===== config.mk =====
export PLATFORM = sky130hd
export DESIGN_NAME = touch_coordinate_mapper_flat
export DESIGN_NICKNAME = d
export VERILOG_FILES = /design/src/rtl/tcm_pkg.sv /design/src/rtl/tcm_if.sv /design/src/rtl/tcm_scale.sv /design/src/rtl/touch_coordinate_mapper.sv /design/src/flat_wrapper.sv
export SDC_FILE = /design/constraint.sdc
export NUM_CORES = 1
export LEC_CHECK = 0
export BUFFER_PORTS_ARGS = -buffer_cell sky130_fd_sc_hd__buf_2
export CELL_PAD_IN_SITES_DETAIL_PLACEMENT = 1
export CELL_PAD_IN_SITES_GLOBAL_PLACEMENT = 1
export CORE_MARGIN = 3
export CORE_UTILIZATION = 45
export DETAILED_ROUTE_END_ITERATION = 12
export GPL_ROUTABILITY_DRIVEN = 0
export GPL_TIMING_DRIVEN = 0
export PLACE_DENSITY_LB_ADDON = 0.05
export SYNTH_ARGS = -nofsm -noshare
export SYNTH_HDL_FRONTEND = slang
export SYNTH_SLANG_ARGS = --single-unit

===== constraint.sdc =====
create_clock -name clock -period 21.6 [get_ports clock]
set_input_delay 0 -clock clock [delete_from_list [all_inputs] [get_ports clock]]
set_output_delay 0 -clock clock [all_outputs]
set_load 0.02 [all_outputs]

===== src/rtl/tcm_pkg.sv =====
// ----------------------------------------------------------------------------
// tcm_pkg
// Shared types and constants of the touch coordinate mapper: register
// indexes, default scale values and the status of the scaling unit.
// ----------------------------------------------------------------------------
package tcm_pkg;

   // register index port width and register indexes
   localparam int CSR_IDX_W = 3;
   localparam logic [CSR_IDX_W-1:0] REG_SWAP_AXES     = 3'd0;
   localparam logic [CSR_IDX_W-1:0] REG_INVERT_X      = 3'd1;
   localparam logic [CSR_IDX_W-1:0] REG_INVERT_Y      = 3'd2;
   localparam logic [CSR_IDX_W-1:0] REG_RAW_MAX_X     = 3'd3;
   localparam logic [CSR_IDX_W-1:0] REG_RAW_MAX_Y     = 3'd4;
   localparam logic [CSR_IDX_W-1:0] REG_SCREEN_WIDTH  = 3'd5;
   localparam logic [CSR_IDX_W-1:0] REG_SCREEN_HEIGHT = 3'd6;

   // display size registers and defaults
   localparam int SIZE_W = 10;
   localparam logic [SIZE_W-1:0] DEF_SCREEN = 10'd240;

   // default raw maximum, also the divisor used when raw maximum is zero
   localparam int DEF_RAW_MAX = 4095;
   localparam int DEF_RAW_W   = 12;

   // mapped position width
   localparam int POS_W = 16;

   // status of the scaling unit
   typedef struct packed {
      logic busy;
      logic done;
   } scale_stat_type;

endpackage


===== src/rtl/tcm_if.sv =====
// ----------------------------------------------------------------------------
// tcm_req_if / tcm_rsp_if
// Valid/ready channels of the touch coordinate mapper: touch samples in,
// press and release events out.
// ----------------------------------------------------------------------------
interface tcm_req_if #(
   parameter int RAW_BITS = 12
);
   logic                valid;
   logic                ready;
   logic                touching;
   logic [RAW_BITS-1:0] raw_x;
   logic [RAW_BITS-1:0] raw_y;

   modport source (output valid, output touching, output raw_x, output raw_y,
                   input ready);
   modport sink   (input valid, input touching, input raw_x, input raw_y,
                   output ready);
endinterface

interface tcm_rsp_if;
   logic                                    valid;
   logic                                    ready;
   logic signed [tcm_pkg::POS_W-1:0]        pos_x;
   logic signed [tcm_pkg::POS_W-1:0]        pos_y;
   logic                                    is_press;

   modport source (output valid, output pos_x, output pos_y, output is_press,
                   input ready);
   modport sink   (input valid, input pos_x, input pos_y, input is_press,
                   output ready);
endinterface


===== src/rtl/tcm_scale.sv =====
// ----------------------------------------------------------------------------
// tcm_scale
// Scales one signed axis value: one multiply by the display size, then a
// restoring divide by the raw maximum, one quotient bit per cycle. The
// quotient truncates toward zero and wraps to the position width.
// ----------------------------------------------------------------------------
module tcm_scale #(
   parameter int VAL_W = 13
) (
   input  logic                              clock,
   input  logic                              reset,
   input  logic                              start,
   input  logic signed [VAL_W-1:0]           value,
   input  logic [tcm_pkg::SIZE_W-1:0]        size,
   input  logic [VAL_W-2:0]                  divisor,
   output tcm_pkg::scale_stat_type           stat,
   output logic [tcm_pkg::POS_W-1:0]         result
);

   localparam int DIV_W  = VAL_W - 1;
   localparam int PROD_W = DIV_W + tcm_pkg::SIZE_W;
   localparam int CNT_W  = $clog2(PROD_W);
   localparam logic [CNT_W-1:0] CNT_LAST = CNT_W'(PROD_W - 1);

   logic [PROD_W-1:0]          quo_ff, quo_in;
   logic [DIV_W-1:0]           rem_ff, rem_in;
   logic [DIV_W-1:0]           div_ff;
   logic                       neg_ff;
   logic [CNT_W-1:0]           cnt_ff, cnt_in;
   logic                       busy_ff, busy_in;
   logic                       done_ff, done_in;
   logic [tcm_pkg::POS_W-1:0]  res_ff, res_in;

   logic [VAL_W-1:0]           neg_val;
   logic [DIV_W-1:0]           mag;
   logic [PROD_W-1:0]          prod;
   logic [DIV_W:0]             rem_sh;
   logic                       ge;
   logic [DIV_W:0]             rem_sub;
   logic [PROD_W-1:0]          quo_step;
   logic [tcm_pkg::POS_W-1:0]  quo_low;

   // magnitude and product, taken at start
   assign neg_val = -value;
   assign mag     = value[VAL_W-1] ? neg_val[DIV_W-1:0] : value[DIV_W-1:0];
   assign prod    = PROD_W'(mag) * PROD_W'(size);

   // one restoring divide step
   assign rem_sh   = {rem_ff, quo_ff[PROD_W-1]};
   assign ge       = rem_sh >= {1'b0, div_ff};
   assign rem_sub  = rem_sh - {1'b0, div_ff};
   assign quo_step = {quo_ff[PROD_W-2:0], ge};
   assign quo_low  = quo_step[tcm_pkg::POS_W-1:0];

   // sequencing of the divide
   always_comb begin
      quo_in  = quo_ff;
      rem_in  = rem_ff;
      cnt_in  = cnt_ff;
      busy_in = busy_ff;
      done_in = 1'b0;
      res_in  = res_ff;
      if (start) begin
         quo_in  = prod;
         rem_in  = '0;
         cnt_in  = '0;
         busy_in = 1'b1;
      end else if (busy_ff) begin
         quo_in = quo_step;
         rem_in = ge ? rem_sub[DIV_W-1:0] : rem_sh[DIV_W-1:0];
         cnt_in = cnt_ff + 1'b1;
         if (cnt_ff == CNT_LAST) begin
            busy_in = 1'b0;
            done_in = 1'b1;
            res_in  = neg_ff ? -quo_low : quo_low;
         end
      end
   end

   always_ff @(posedge clock) begin
      if (reset) begin
         busy_ff <= 1'b0;
         done_ff <= 1'b0;
      end else begin
         busy_ff <= busy_in;
         done_ff <= done_in;
      end
   end

   // operand and datapath registers
   always_ff @(posedge clock) begin
      quo_ff <= quo_in;
      rem_ff <= rem_in;
      cnt_ff <= cnt_in;
      res_ff <= res_in;
      if (start) begin
         div_ff <= divisor;
         neg_ff <= value[VAL_W-1];
      end
   end

   assign stat.busy = busy_ff;
   assign stat.done = done_ff;
   assign result    = res_ff;

   // checks
   a_start_busy: assert property (@(posedge clock) disable iff (reset)
      start |=> busy_ff)
      else $error("scale unit not busy after start");
   a_done_idle: assert property (@(posedge clock) disable iff (reset)
      done_ff |-> !busy_ff)
      else $error("scale unit done while still busy");
   a_last_done: assert property (@(posedge clock) disable iff (reset)
      busy_ff && !start && cnt_ff == CNT_LAST |=> done_ff)
      else $error("scale unit missed done after last step");

endmodule


===== src/rtl/touch_coordinate_mapper.sv =====
// ----------------------------------------------------------------------------
// touch_coordinate_mapper
// Maps polled touch samples to screen coordinates and emits press and
// release events.
//
//   port      dir   protocol     contents
//   req_chan  in    valid/ready  touching, raw_x, raw_y
//   rsp_chan  out   valid/ready  pos_x, pos_y, is_press
//   csr_*     in    write only   csr_we, csr_index, csr_wdata
//
// A pressed sample is scaled axis by axis in one shared scaling unit: each
// axis passes a start state, MAX_W+10 divide steps and a done strobe (MAX_W is
// RAW_BITS, at least 12). An unpressed sample goes from intake straight to the
// finish state. req_chan is ready only between samples. The result sits in an
// output register, so one more sample is taken in while rsp_chan stalls; the
// result after that waits in the sequencer and holds off req_chan. Synchronous
// active-high reset; no clearing pass.
// ----------------------------------------------------------------------------
module touch_coordinate_mapper #(
   parameter int RAW_BITS = 12
) (
   input  logic                                 clock,
   input  logic                                 reset,
   tcm_req_if.sink                              req_chan,
   tcm_rsp_if.source                            rsp_chan,
   input  logic                                 csr_we,
   input  logic [tcm_pkg::CSR_IDX_W-1:0]        csr_index,
   input  logic [((RAW_BITS > tcm_pkg::SIZE_W) ? RAW_BITS : tcm_pkg::SIZE_W)-1:0]
                                                csr_wdata
);

   localparam int MAX_W = (RAW_BITS > tcm_pkg::DEF_RAW_W) ? RAW_BITS : tcm_pkg::DEF_RAW_W;
   localparam int VAL_W = MAX_W + 1;
   localparam int SW    = tcm_pkg::SIZE_W;
   localparam int PW    = tcm_pkg::POS_W;

   localparam logic [1:0] ST_IDLE  = 2'd0;
   localparam logic [1:0] ST_START = 2'd1;
   localparam logic [1:0] ST_WAIT  = 2'd2;
   localparam logic [1:0] ST_FIN   = 2'd3;

   localparam logic [MAX_W-1:0] RAW_MAX_DEF = MAX_W'(tcm_pkg::DEF_RAW_MAX);

   // configuration registers
   logic              swap_ff, inv_x_ff, inv_y_ff;
   logic [MAX_W-1:0]  rmax_x_ff, rmax_y_ff;
   logic [SW-1:0]     width_ff, height_ff;

   // sequencer and sample state
   logic [1:0]               state_ff, state_in;
   logic                     axis_ff, axis_in;
   logic                     touch_ff;
   logic signed [VAL_W-1:0]  vx_ff, vy_ff;
   logic                     held_ff, held_in;
   logic [PW-1:0]            last_x_ff, last_x_in, last_y_ff, last_y_in;

   // result register
   logic                     rsp_valid_ff, rsp_valid_in;
   logic [PW-1:0]            rsp_x_ff, rsp_y_ff;
   logic                     rsp_press_ff;

   logic                     req_fire, rsp_fire, out_free, emit, load_out;
   logic [RAW_BITS-1:0]      sx, sy;
   logic signed [VAL_W-1:0]  vx, vy;
   logic                     start;
   logic signed [VAL_W-1:0]  sc_value;
   logic [SW-1:0]            sc_size;
   logic [MAX_W-1:0]         sc_div;
   tcm_pkg::scale_stat_type  sc_stat;
   logic [PW-1:0]            sc_result;

   assign req_fire = req_chan.valid && req_chan.ready;
   assign rsp_fire = rsp_valid_ff && rsp_chan.ready;
   assign out_free = !rsp_valid_ff || rsp_chan.ready;
   assign emit     = touch_ff || held_ff;
   assign load_out = (state_ff == ST_FIN) && emit && out_free;
   assign start    = (state_ff == ST_START);

   // configuration writes
   always_ff @(posedge clock) begin
      if (reset) begin
         swap_ff   <= 1'b0;
         inv_x_ff  <= 1'b0;
         inv_y_ff  <= 1'b0;
         rmax_x_ff <= RAW_MAX_DEF;
         rmax_y_ff <= RAW_MAX_DEF;
         width_ff  <= tcm_pkg::DEF_SCREEN;
         height_ff <= tcm_pkg::DEF_SCREEN;
      end else if (csr_we) begin
         unique case (csr_index)
            tcm_pkg::REG_SWAP_AXES:     swap_ff   <= csr_wdata[0];
            tcm_pkg::REG_INVERT_X:      inv_x_ff  <= csr_wdata[0];
            tcm_pkg::REG_INVERT_Y:      inv_y_ff  <= csr_wdata[0];
            tcm_pkg::REG_RAW_MAX_X:     rmax_x_ff <= MAX_W'(csr_wdata[RAW_BITS-1:0]);
            tcm_pkg::REG_RAW_MAX_Y:     rmax_y_ff <= MAX_W'(csr_wdata[RAW_BITS-1:0]);
            tcm_pkg::REG_SCREEN_WIDTH:  width_ff  <= csr_wdata[SW-1:0];
            tcm_pkg::REG_SCREEN_HEIGHT: height_ff <= csr_wdata[SW-1:0];
            default: ;
         endcase
      end
   end

   // swap and invert of the incoming sample
   assign sx = swap_ff ? req_chan.raw_y : req_chan.raw_x;
   assign sy = swap_ff ? req_chan.raw_x : req_chan.raw_y;
   assign vx = inv_x_ff ? $signed(VAL_W'(rmax_x_ff)) - $signed(VAL_W'(sx))
                        : $signed(VAL_W'(sx));
   assign vy = inv_y_ff ? $signed(VAL_W'(rmax_y_ff)) - $signed(VAL_W'(sy))
                        : $signed(VAL_W'(sy));

   // operands of the current axis, with zero defaults
   always_comb begin
      if (axis_ff) begin
         sc_value = vy_ff;
         sc_size  = (height_ff == '0) ? tcm_pkg::DEF_SCREEN : height_ff;
         sc_div   = (rmax_y_ff == '0) ? RAW_MAX_DEF : rmax_y_ff;
      end else begin
         sc_value = vx_ff;
         sc_size  = (width_ff == '0) ? tcm_pkg::DEF_SCREEN : width_ff;
         sc_div   = (rmax_x_ff == '0) ? RAW_MAX_DEF : rmax_x_ff;
      end
   end

   tcm_scale #(
      .VAL_W (VAL_W)
   ) u_scale (
      .clock   (clock),
      .reset   (reset),
      .start   (start),
      .value   (sc_value),
      .size    (sc_size),
      .divisor (sc_div),
      .stat    (sc_stat),
      .result  (sc_result)
   );

   // sequencer
   always_comb begin
      state_in     = state_ff;
      axis_in      = axis_ff;
      held_in      = held_ff;
      last_x_in    = last_x_ff;
      last_y_in    = last_y_ff;
      rsp_valid_in = rsp_valid_ff && !rsp_fire;
      unique case (state_ff)
         ST_IDLE: begin
            if (req_fire) begin
               axis_in  = 1'b0;
               state_in = req_chan.touching ? ST_START : ST_FIN;
            end
         end
         ST_START: state_in = ST_WAIT;
         ST_WAIT: begin
            if (sc_stat.done) begin
               if (axis_ff) begin
                  last_y_in = sc_result;
                  state_in  = ST_FIN;
               end else begin
                  last_x_in = sc_result;
                  axis_in   = 1'b1;
                  state_in  = ST_START;
               end
            end
         end
         ST_FIN: begin
            if (!emit) begin
               state_in = ST_IDLE;
            end else if (out_free) begin
               held_in      = touch_ff;
               rsp_valid_in = 1'b1;
               state_in     = ST_IDLE;
            end
         end
         default: state_in = ST_IDLE;
      endcase
   end

   always_ff @(posedge clock) begin
      if (reset) begin
         state_ff     <= ST_IDLE;
         axis_ff      <= 1'b0;
         held_ff      <= 1'b0;
         last_x_ff    <= '1;
         last_y_ff    <= '1;
         rsp_valid_ff <= 1'b0;
      end else begin
         state_ff     <= state_in;
         axis_ff      <= axis_in;
         held_ff      <= held_in;
         last_x_ff    <= last_x_in;
         last_y_ff    <= last_y_in;
         rsp_valid_ff <= rsp_valid_in;
      end
   end

   // sample and result word registers
   always_ff @(posedge clock) begin
      if (req_fire) begin
         touch_ff <= req_chan.touching;
         vx_ff    <= vx;
         vy_ff    <= vy;
      end
      if (load_out) begin
         rsp_x_ff     <= last_x_ff;
         rsp_y_ff     <= last_y_ff;
         rsp_press_ff <= touch_ff;
      end
   end

   assign req_chan.ready    = (state_ff == ST_IDLE);
   assign rsp_chan.valid    = rsp_valid_ff;
   assign rsp_chan.pos_x    = $signed(rsp_x_ff);
   assign rsp_chan.pos_y    = $signed(rsp_y_ff);
   assign rsp_chan.is_press = rsp_press_ff;

   // checks
   a_press_starts: assert property (@(posedge clock) disable iff (reset)
      req_fire && req_chan.touching |=> state_ff == ST_START && !axis_ff)
      else $error("pressed sample did not start scaling");
   a_release_clears: assert property (@(posedge clock) disable iff (reset)
      load_out && !touch_ff |=> !held_ff && rsp_valid_ff && !rsp_press_ff)
      else $error("release word not issued or held flag kept");
   a_silent_idle: assert property (@(posedge clock) disable iff (reset)
      state_ff == ST_FIN && !touch_ff && !held_ff |=> state_ff == ST_IDLE
         && $stable(rsp_valid_ff) || state_ff == ST_IDLE && !rsp_valid_ff)
      else $error("idle release produced a word");
   a_scale_free: assert property (@(posedge clock) disable iff (reset)
      start |-> !sc_stat.busy)
      else $error("scale unit started while busy");

endmodule

===== src/flat_wrapper.sv =====
// flat-port wrapper written by rule: the top's interface ports become plain ports
module touch_coordinate_mapper_flat 
#(
   parameter int RAW_BITS = 12
)
  (clock, reset, csr_we, csr_index, csr_wdata, req_chan_valid, req_chan_touching, req_chan_raw_x, req_chan_raw_y, req_chan_ready, rsp_chan_valid, rsp_chan_pos_x, rsp_chan_pos_y, rsp_chan_is_press, rsp_chan_ready);
  tcm_req_if #(.RAW_BITS(RAW_BITS)) req_chan_i ();
  tcm_rsp_if rsp_chan_i ();
  input  logic clock;
  input  logic reset;
  input  logic csr_we;
  input  logic [tcm_pkg::CSR_IDX_W-1:0] csr_index;
  input  logic [((RAW_BITS > tcm_pkg::SIZE_W) ? RAW_BITS : tcm_pkg::SIZE_W)-1:0] csr_wdata;
  input wire logic [$bits(req_chan_i.valid)-1:0] req_chan_valid;
  input wire logic [$bits(req_chan_i.touching)-1:0] req_chan_touching;
  input wire logic [$bits(req_chan_i.raw_x)-1:0] req_chan_raw_x;
  input wire logic [$bits(req_chan_i.raw_y)-1:0] req_chan_raw_y;
  output wire logic [$bits(req_chan_i.ready)-1:0] req_chan_ready;
  output wire logic [$bits(rsp_chan_i.valid)-1:0] rsp_chan_valid;
  output wire logic [$bits(rsp_chan_i.pos_x)-1:0] rsp_chan_pos_x;
  output wire logic [$bits(rsp_chan_i.pos_y)-1:0] rsp_chan_pos_y;
  output wire logic [$bits(rsp_chan_i.is_press)-1:0] rsp_chan_is_press;
  input wire logic [$bits(rsp_chan_i.ready)-1:0] rsp_chan_ready;
  assign req_chan_i.valid = req_chan_valid;
  assign req_chan_i.touching = req_chan_touching;
  assign req_chan_i.raw_x = req_chan_raw_x;
  assign req_chan_i.raw_y = req_chan_raw_y;
  assign req_chan_ready = req_chan_i.ready;
  assign rsp_chan_valid = rsp_chan_i.valid;
  assign rsp_chan_pos_x = rsp_chan_i.pos_x;
  assign rsp_chan_pos_y = rsp_chan_i.pos_y;
  assign rsp_chan_is_press = rsp_chan_i.is_press;
  assign rsp_chan_i.ready = rsp_chan_ready;
  touch_coordinate_mapper #(.RAW_BITS(RAW_BITS)) u_core (.clock(clock), .reset(reset), .req_chan(req_chan_i), .rsp_chan(rsp_chan_i), .csr_we(csr_we), .csr_index(csr_index), .csr_wdata(csr_wdata));
endmodule

==> summary.md <==
| Metric | Value |
|---|---|
| Status | finished, violations left |
| Violated checks | hold timing |
| Ranking of synthesized cells by area | edfxtp_1 23%, dfxtp_1 14%, fa_1 11% |
| Layout Cell Area excl Fill | 16,700 um2 |
| CP startpoint kind | flip-flop |
| Residual DRC | 0 |
| Post-synth EDFFs | 111 |
| WL/cell | 19.1 um |
| I/O pin cnt | 80 |
| Vias per inst | 5.48 |
| Placed inst area | 15,500 um2 |
| # setup viols final | 0 |
| Std-Cell Rows | 65 |
| Post-Synth XOR/XNOR Area | 0.0389 |
| Critical path class | flip-flop to flip-flop |
| Min Hold Slack | -0.00141 ns |
| Logic pwr share | 0.465 |
| RSZ-0062 raised after global routing | no |
| GR Overflow Total | 0 |
| Post-CTS Setup Inserts | 0 |
| Part of the power in registers | 0.283 |
| Clock Tree Root | clkbuf_16 |
| Max Freq | 114 MHz |
| Synth Cell Area | 14,600 um2 |
| Worst vdd rail ir drop | 70.3 uV |
| First-pass GRT wire length | 63.2 mm |
| Mean Syn Cell Area | 9.87 um2 |
| Max Root-Sink Buffers | 3 |
| Die Y | 186 um |
| Int Power | 0.00104 W |
| Synth warnings | 0 |
| Post-place setup slack | 12.86 ns |
| Worst min path class | input port to flip-flop |
| Fin crit share | 0.407 |
| Cell variety after synth | 72 |
| WP buf/inv | 8 |
| Max cap viols | 0 |
| Final hold viol count | 1 |
| Post-synth ARST share | 0 |
| Vias after detailed routing | 11,200 |
| Worst-margin pin slew | 1.12 ns |
| Die area | 34,600 um2 |
| Power density cells | 102 nW/um2 |
| ANT cells | 0 |
| Routed Antenna Nets | 0 |
| Skew-Pair Late Insertion Delay | 0.53 ns |
| Area occupied by multi-input gates | 8560 um2 |
| CTS resizes | 0 |
| Max Slew Vio Count | 0 |
| Num CTS Buffers | 25 |
| Filler cells | 3,599 |
| Routed WL | 38.9 mm |
| Die Wd | 186 um |
| Fraction of layout cells with a size suffix above 1 | 0.101 |
| Starting density of the core | 0.460 |
| Multiplexer share of the synthesized area | 0.0525 |
| Arr. time, crit path | 9.05 ns |
| CTS tree | done |
| Max incr delay on CP | 0.55 ns |
| Worst Setup End Kind | flip-flop |
| Complex-gate fraction of the synthesized area | 0.129 |
| Fin crit period | 8.79 ns |
| Largest net degree at the start of global routing | 35 |
| Synth Register Bits | 214 |
| Post-Synth Simple-Gate Area | 0.172 |
| Clk pwr share | 0.253 |
| CTS sink cnt | 214 |
| Mapped Cells | 1,477 |
| Critical path's slowest cell | fa_1 |
| Leakage | 6.83 nW |
| Clk pin slew, worst setup/hold paths | 0.06 ns |
| Iteration-0 DRC Markers | 547 |
| H-tree depth | 1 |
| Number of global-route vias before repair | 11,800 |
| Syn_nets | 1,700 |
| Net Switching | 0.000661 W |
| Rel. slew slack | 0.252 |
| Final #Nets | 1,841 |
| Storage cell area | 5400 um2 |
| Area fraction of the dominant cell type after synthesis | 0.229 |
| Initial antenna violation count | 0 |
| Adder-cell share of the synthesized area | 0.194 |
| Seq/Total Area, Yosys | 0.370 |
| Clk_skew | 0.0260 ns |
| Critical Path Most Common Cell | fa_1 |
| Core ar. | 31,700 um2 |
| Largest family of logic cells by synthesized area | adder cells |
| Port buffer count | 78 |
| Final Worst Setup Slack | 12.81 ns |
| CP top delay family | adder cells |
| Post-DP HPWL | 30.9 mm |
| Primary FF master, synth | edfxtp_1 |
| Layout Area Growth over Synthesis | 14.5% |
| Tot GR Track Use | 0.230 |
| Worst-path maximum fanout | 10 |
| Flop2flop setup slack | 12.81 ns |
| Setup_tns | 0 ns |
| TritonRoute pass-1 iters | 4 |
| Worst EP required | 21.86 ns |
| Synth area leader | edfxtp_1 |
| Switching part of the total | 0.389 |
==> cells in the mapped netlist, drive strengths merged (3+ instances only) <==
cell type	count
o21a	16
o41ai	4
o22ai	6
and3	6
and2	5
nand2	139
a21o	13
ha	97
a21oi	47
a211o	38
mux2	9
or2	13
or4	4
xor2	21
nor3	21
nor4	12
o31ai	15
nor2	158
xnor2	43
buf	15
o31a	3
mux2i	66
nand2b	34
edfxtp	111
o22a	12
or3	10
clkbuf	40
fa	81
a211oi	9
nand3b	36
o21bai	3
dfxtp	103
a31o	6
inv	110
a21boi	6
nand3	16
nor3b	3
nand4	6
a31oi	8
o21ai	66
nor2b	48
==> sequential cells by signal (all words and copies together), names as in the netlist, 2 cells and up <==
register	count
u_core.u_scale.rem_ff	12
u_core.u_scale.cnt_ff	5
u_core.u_scale.quo_ff	22
u_core.vx_ff	13
u_core.last_y_ff	16
u_core.rsp_chan.pos_y	16
u_core.rsp_chan.pos_x	16
u_core.last_x_ff	16
u_core.width_ff	10
u_core.u_scale.div_ff	12
u_core.vy_ff	13
u_core.u_scale.result	16
u_core.rmax_x_ff	12
u_core.state_ff	2
u_core.height_ff	10
u_core.rmax_y_ff	12
==> power groups by stage <==
stage	sequential [W]	combinational [W]	clock (W)
after floorplan	0.000482	0.000579	0
after global placement	0.000488	0.000764	0
after detailed placement	0.000489	0.000782	0
after CTS	0.000481	0.000796	0.000439
after global routing	0.000484	0.000907	0.000456
final	0.000481	0.000790	0.000430
==> placed cells by master, fill, tap and decap left out, types with 5 or more instances in the layout <==
| master | count |
|---|---|
| clkbuf_16 | 26 |
| and3_1 | 6 |
| o22ai_1 | 6 |
| nand2b_1 | 34 |
| inv_1 | 108 |
| buf_2 | 87 |
| a211o_1 | 38 |
| a21o_1 | 13 |
| ha_1 | 97 |
| a21oi_1 | 46 |
| and2_1 | 5 |
| nand3_1 | 15 |
| nand2_1 | 139 |
| fa_1 | 81 |
| nor2b_1 | 47 |
| xnor2_1 | 42 |
| clkbuf_1 | 50 |
| o22a_1 | 12 |
| mux2_2 | 8 |
| xor2_1 | 21 |
| a21boi_0 | 5 |
| or2_1 | 8 |
| o31ai_2 | 6 |
| or3_1 | 10 |
| o31ai_1 | 8 |
| dfxtp_1 | 103 |
| dlygate4sd3_1 | 34 |
| a31o_2 | 6 |
| nor2_1 | 157 |
| mux2i_1 | 66 |
| nor4_1 | 12 |
| a31oi_1 | 7 |
| a211oi_1 | 8 |
| edfxtp_1 | 111 |
| o21ai_0 | 62 |
| nor3_1 | 20 |
| nand4_1 | 6 |
| o21a_1 | 16 |
| nand3b_1 | 36 |
==> layout make-up <==
class | instances | share of cell area
repair buffers | 114 | 0.0449
clock buffers | 38 | 0.0429
well taps | 402 | 0.0301
flip-flops and latches | 214 | 0.323
plain buffers | 55 | 0.0135
inverters | 111 | 0.0250
clock inverters | 8 | 0.00764
multi-input cells | 1097 | 0.513
==> path summary, 6_finish.rpt <==
kind,from,endpoint,cells past startpoint
max,u_core.axis_ff$_SDFFE_PP0P_,u_core.u_scale.quo_ff[18]$_DFFE_PP_,29
min,req_chan_raw_y[8],u_core.vy_ff[8]$_DFFE_PP_,3
max reg2reg,u_core.axis_ff$_SDFFE_PP0P_,u_core.u_scale.quo_ff[18]$_DFFE_PP_,29
min reg2reg,u_core.last_x_ff[9]$_SDFFE_PP1P_,u_core.rsp_chan.pos_x[9]$_DFFE_PP_,0
==> metrics by stage <==
step,util,hold WS [ns],instances,total power (W)
floorplan,-,0.0989,1477,0.00106
global placement,0.488,0.224,1957,0.00125
detailed placement,0.489,0.235,1959,0.00127
CTS,0.526,0.00281,2039,0.00172
global route,0.526,0.0174,2039,0.00185
finish,0.526,-0.00141,2039,0.00170
==> cell families (layout without fill, tap and decap cells) <==
kind of cell | count (synthesis) | in the layout
XOR/XNOR | 64 | 64
flip-flops | 214 | 214
adder cells (fa/ha/maj) | 178 | 178
AO/OA/AOI/OAI | 266 | 266
multiplexers | 75 | 75
buffers and inverters | 166 | 326
AND/OR/NAND/NOR | 514 | 514
==> timing repair <==
item | CTS | global route
hold buffers | 34 | 0
endpoints found under the setup margin | 0 | 0
hold endpoints to repair | 64 | 0
==> routing by layer <==
metal,up-vias,part of all wire,GRT usage
met5,-,0,0
met4,0,0.014,0.0408
met2,168,0.49,0.409
li1,5427,-,-
met3,44,0.030,0.0236
met1,5529,0.46,0.307
==> worst reg2reg max path, delay by kind of cell (launching register included) <==
family | cells | cell delay [ns]
and+or+nand+nor | 3 | 0.57
buffers and inverters | 8 | 1.80
DFF | 1 | 0.38
xor gates and xnor gates | 2 | 0.50
adders and majority gates | 7 | 3.26
muxes | 2 | 0.64
AOI/OAI and AO/OA | 7 | 1.39
No activity file was read; power rests on OpenSTA's default activity.
